## config.mk

```make
export PLATFORM = sky130hd
export DESIGN_NAME = bis_ctrl
export DESIGN_NICKNAME = d
export VERILOG_FILES = /design/src/sv/bis_pkg.sv /design/src/sv/bis_ctrl.sv
export SDC_FILE = /design/constraint.sdc
export NUM_CORES = 1
export LEC_CHECK = 0
export ABC_AREA = 1
export ABC_CLOCK_PERIOD_IN_PS = 1200
export BUFFER_PORTS_ARGS = -buffer_cell sky130_fd_sc_hd__buf_2
export CAP_MARGIN = 20
export CORE_AREA = 2 2 39 41
export CTS_BUF_LIST = sky130_fd_sc_hd__clkbuf_16
export DETAILED_ROUTE_END_ITERATION = 8
export DIE_AREA = 0 0 41 43
export PLACE_DENSITY_LB_ADDON = 0.3
export SLEW_MARGIN = 20
export SYNTH_ARGS = -nofsm -noshare
export SYNTH_HDL_FRONTEND = slang
export SYNTH_SLANG_ARGS = --single-unit
```

## constraint.sdc

```tcl
create_clock -name i_clk -period 1.2 [get_ports i_clk]
set_input_delay 0.12 -clock i_clk [delete_from_list [all_inputs] [get_ports i_clk]]
set_output_delay 0.12 -clock i_clk [all_outputs]
set_load 0.02 [all_outputs]
```

## src/sv/bis_pkg.sv

```systemverilog
// Shared types and codes for the binary insertion sorter.
`timescale 1ns / 1ps

package bis_pkg;

    localparam int VALUE_W  = 32;
    localparam int INDEX_W  = 10;
    localparam int COUNT_W  = 11;
    localparam int OP_W     = 2;
    localparam int STATUS_W = 2;

    localparam logic [OP_W-1:0] OP_INSERT = 2'd0;
    localparam logic [OP_W-1:0] OP_READ   = 2'd1;
    localparam logic [OP_W-1:0] OP_CLEAR  = 2'd2;

    localparam logic [STATUS_W-1:0] ST_OK    = 2'd0;
    localparam logic [STATUS_W-1:0] ST_FULL  = 2'd1;
    localparam logic [STATUS_W-1:0] ST_RANGE = 2'd2;

    typedef struct packed {
        logic [OP_W-1:0]           op;
        logic signed [VALUE_W-1:0] value;
        logic [INDEX_W-1:0]        index;
    } t_in;

    typedef struct packed {
        logic signed [VALUE_W-1:0] data;
        logic [STATUS_W-1:0]       status;
        logic [COUNT_W-1:0]        count;
    } t_out;

    typedef struct packed {
        logic load;
        logic rd_mid;
        logic cmp;
        logic shift;
        logic put;
        logic rd_idx;
        logic respond;
    } t_cmd;

    typedef struct packed {
        logic ins_go;
        logic rd_go;
        logic search_done;
        logic shift_done;
    } t_sts;

endpackage

```

## src/sv/bis_ctrl.sv

```systemverilog
// Sequencing state machine for the binary insertion sorter.
`timescale 1ns / 1ps

module bis_ctrl (
    input  logic          i_clk,
    input  logic          i_rst_n,
    input  logic          start,
    input  bis_pkg::t_sts i_sts,
    output bis_pkg::t_cmd o_cmd,
    output logic          busy
);

    localparam logic [2:0] S_IDLE  = 3'd0;
    localparam logic [2:0] S_SRCH  = 3'd1;
    localparam logic [2:0] S_SCMP  = 3'd2;
    localparam logic [2:0] S_SHIFT = 3'd3;
    localparam logic [2:0] S_PUT   = 3'd4;
    localparam logic [2:0] S_RDISS = 3'd5;
    localparam logic [2:0] S_RESP  = 3'd6;

    logic [2:0] r_state;
    logic [2:0] n_state;

    always_comb begin
        n_state = r_state;
        o_cmd   = '0;
        case (r_state)
            S_IDLE: begin
                if (start) begin
                    o_cmd.load = 1'b1;
                    if (i_sts.ins_go) begin
                        n_state = S_SRCH;
                    end else if (i_sts.rd_go) begin
                        n_state = S_RDISS;
                    end else begin
                        n_state = S_RESP;
                    end
                end
            end
            S_SRCH: begin
                if (i_sts.search_done) begin
                    n_state = S_SHIFT;
                end else begin
                    o_cmd.rd_mid = 1'b1;
                    n_state      = S_SCMP;
                end
            end
            S_SCMP: begin
                o_cmd.cmp = 1'b1;
                n_state   = S_SRCH;
            end
            S_SHIFT: begin
                o_cmd.shift = 1'b1;
                if (i_sts.shift_done) begin
                    n_state = S_PUT;
                end
            end
            S_PUT: begin
                o_cmd.put = 1'b1;
                n_state   = S_RESP;
            end
            S_RDISS: begin
                o_cmd.rd_idx = 1'b1;
                n_state      = S_RESP;
            end
            S_RESP: begin
                o_cmd.respond = 1'b1;
                n_state       = S_IDLE;
            end
            default: begin
                n_state = S_IDLE;
            end
        endcase
    end

    always_ff @(posedge i_clk) begin
        if (!i_rst_n) begin
            r_state <= S_IDLE;
        end else begin
            r_state <= n_state;
        end
    end

    assign busy = (r_state != S_IDLE);

endmodule

```

# ---- Word level (Yosys, flattened, before mapping)
# Cells that the tools add are included.
dict set report classes {
  n_eq_ne 8
  reduce_logical 4
  n_mux 15
}
# operator n
set ops {}
lappend ops {{$pmux W3 S5} 1}
lappend ops {{$mux W1} 10}
lappend ops {{$eq A3 B3 Y1 const B} 3}
lappend ops {{$mux W3} 3}
lappend ops {{$eq A3 B2 Y1 const B} 2}
lappend ops {{$ne A2 B2 Y1 const B} 2}
lappend ops {{$eq A3 B1 Y1 const B} 1}
lappend ops {{$logic_not A3 Y1} 1}
lappend ops {{$reduce_bool A3 Y1} 1}
lappend ops {{$mux W2} 1}
lappend ops {{$reduce_and A2 Y1} 1}
lappend ops {{$reduce_or A2 Y1} 1}
dict set report word_totals {
  out_inout_bits 8
  register_bits 3
  wordCells 28
  input_bits 7
}

# ---- Longest topological paths before layout
dict set report logic_depth {
  ltp_word 4
  mapped_depth 8
  ltp_nobuf 8
}

# ---- Least setup slack after synthesis
# No wires, ideal clock.
dict set report synth_path {
  path_type {register to output}
  startpoint {reg r_state[0]}
  endpoint {out o_cmd[5] in the netlist's numbering}
  t_arrival_ns 1.182
  path_stages_with_launch 3
  setup_slack_ns -0.102
  required_ns 1.080
  path_buffers 0
  path_cell_list {dfxtp_1 inv_1 nor4_1}
}
# element line
set synth_rtl {}
lappend synth_rtl {{from (decl)} bis_ctrl.sv:21} ;# logic [2:0] r_state;
lappend synth_rtl {{from (signal assigned)} bis_ctrl.sv:80} ;# r_state <= n_state;
lappend synth_rtl {{to (decl)} bis_ctrl.sv:9} ;# output bis_pkg::t_cmd o_cmd,

==> reports/metrics.cfg <==
[run_status]
status = completed

[cells_and_area]
area_growth_syn_to_layout_pct = 90.8
diodes = 0
reg.largest.list = r_state: 3 flops
layout.nets = 70
final_util_pct = 33.6
fillers = 156
stdcell_count = 78
largest_reg_flops = 3
seqCellArea_um2 = 68.8
multi_input_area_um2 = 164
top_register = r_state
drive_above_1_share_pct = 56.5

[timing]
setup_viol = 0
fin_tns_setup_ns = 0
slew_viol_final = 0
finalWorstSetupSlack_ns = 0.0490
fmax_mhz = 869
fin_crit_ns = 1.15
finalCritPeriodShare_pct = 95.9
slew_headroom_pct = 87.5
holdWs_ns = 0.166
skew_ns = 0.00264
grt_setup_unrepaired = no
hold_viol = 0
worst_pin_slew_ns = 0.187

[floorplanning]
die_w_um = 41
io_pins = 15
die_h_um = 43
coreArea_um2 = 1380
std_cell_rows = 14
fp.dieArea_um2 = 1760
start_util_pct = 17.6

[placed_design]
gp_congestion = 0.709
post-place-cells = 71
port-buffer-count = 14
place_ws_ns = 0.112
dp_hpwl_um = 504

[worst_setup_path]
cp_cell_sequence = nor2_4 -> nand2_2 -> nor2_1 -> buf_4
startpoint_type = flop
arrival_ns = 1.03
end_kind = output pin
worstSetupPathType = flop to output pin
worstPathRequired_ns = 1.08
crit_path_max_fanout = 7
slowest_stage = dfxtp_4
max_stage_delay_ns = 0.36

[power]
switching_power_uw = 513
p_per_area_nw_per_um2 = 2880
seqPwrFrac_pct = 17.5
power_leakage_nw = 0.255
peakVddDrop_mv = 1.24
swShare_pct = 38.3
power_frac_comb_pct = 43.6
p_clk_share_pct = 39.0
p_int_uw = 828

[route]
post_drt_wl_per_cell_um = 8.40
firstDrtPassIters = 2
drc_errors = 0
wl_um = 655
viasPerCell = 3.95
vias = 308
drtAntennaViolNets = 0
first_iter_violations = 2

[job]
maxCapViolations = 0

[clock_network]
clk_latency_ns = 0.23
cts.sinks = 3
cts_max_level = 1
clk_transition_reported_paths_ns = 0.03
cts_root_buf = clkbuf_16
tritoncts = built
cts_hold_buf = 0
numCtsBuffers = 3
clk_path_buf_depth = 2

[synth]
synth_area_per_cell_um2 = 5.95
syn_nets = 48
synth.distinct_cells = 14
ys_ff_latch = 3
ys_seq_area_share_pct = 24.6
yosys_warnings = 0
synthesis.area_um2 = 244
syn_inst = 41

[global_routing]
grt_util_all_layers_pct = 9.63
grt_pass1_wl_um = 1030
grt_pass1_vias = 282
grt_max_degree = 8
grt_antenna_before_repair = 0
overflow = 0

[min_path]
hold_path_class = input port to flop

==> synthesized netlist by cell type <==
| cell | number | area, um^2 |
|---|---|---|
| nand2_1 | 8 | 30.0 |
| dfxtp_1 | 3 | 60.1 |
| nand2_2 | 4 | 25.0 |
| nor2_1 | 5 | 18.8 |
| o21ai_0 | 2 | 10.0 |
| inv_2 | 1 | 3.75 |
| nor3_1 | 3 | 15.0 |
| a21oi_1 | 1 | 5.00 |
| nand4_1 | 1 | 6.26 |
| nor2_2 | 2 | 12.5 |
| nor4_1 | 1 | 6.26 |
| nor2_4 | 1 | 11.3 |
| nand3_2 | 1 | 10.0 |
| inv_1 | 8 | 30.0 |
==> repair_timing <==
item | in CTS | in global routing
pin swaps | 1 | 2
gates resized for setup | 3 | 8
buffers inserted | 0 | 3
endpoints found under the setup margin | 7 | 7
==> path summary, 6_finish.rpt <==
path	startpoint	to	slack, ns	depth (start not counted)
worst max-delay path	r_state[2]	o_cmd[6]	0.05	4
worst min-delay path	i_rst_n	r_state[1]	0.17	3
worst max register to register	r_state[2]	r_state[1]	0.19	8
worst min register to register	r_state[1]	r_state[0]	0.64	4
==> cells by family after synthesis <==
kind of cell	Yosys count	synth area share (%)
compound gates	3	6.15
buf+inv	9	13.8
flops	3	24.6
simple gates	26	55.4
==> cell usage in the layout, fill, tap and decap left out <==
cell type | synthesis | final
nand3_2 | 1 | 1
nor2_4 | 1 | 2
o21ai_0 | 2 | 2
nor3_1 | 3 | 3
nand2_2 | 4 | 5
nor2_2 | 2 | 1
a21oi_1 | 1 | 1
nand2_1 | 8 | 7
inv_4 | 0 | 1
nand4_1 | 1 | 1
clkbuf_16 | 0 | 3
inv_1 | 8 | 8
nor4_2 | 0 | 1
buf_4 | 0 | 5
dfxtp_2 | 0 | 1
buf_2 | 0 | 12
nor2_1 | 5 | 5
inv_2 | 1 | 1
dfxtp_4 | 0 | 2
==> power groups by stage <==
stage	logic (mW)	clock network, mW	registers, mW
global route	0.647	0.544	0.243
floorplan	0.365	0	0.195
finish	0.584	0.523	0.234
global placement	0.485	0	0.207
CTS	0.490	0.531	0.215
detailed placement	0.486	0	0.209
==> metal layers <==
layer	routed length [um]	share of wire (%)	global-route usage [%]	vias up
li1	-	-	-	169
met5	0	0	0	-
met2	294	45	13.4	10
met4	17	2.6	8.00	0
met1	272	42	9.29	127
met3	70	11	6.28	2
==> area by class of cell <==
class	instances	share of cell area, %
clock buffers	3	16.1
clock inverters	1	0.806
inverters	9	7.80
multi-input cells	29	35.2
flip-flops and latches	3	14.8
well taps	16	4.30
repair buffers	17	21.0
==> worst max-delay path, delay by kind of cell, from the launching register on <==
kind	cells	cell delay, ns
flops	1	0.36
simple gates	3	0.30
buf+inv	1	0.14
==> stage by stage <==
| step | power, mW | cell area [um^2] |
|---|---|---|
| floorplan | 0.559 | 250 |
| global placement | 0.692 | 340 |
| detailed placement | 0.695 | 340 |
| finish | 1.34 | 465 |
| CTS | 1.24 | 422 |
| global route | 1.43 | 465 |
(Power assumes the default switching activity.)
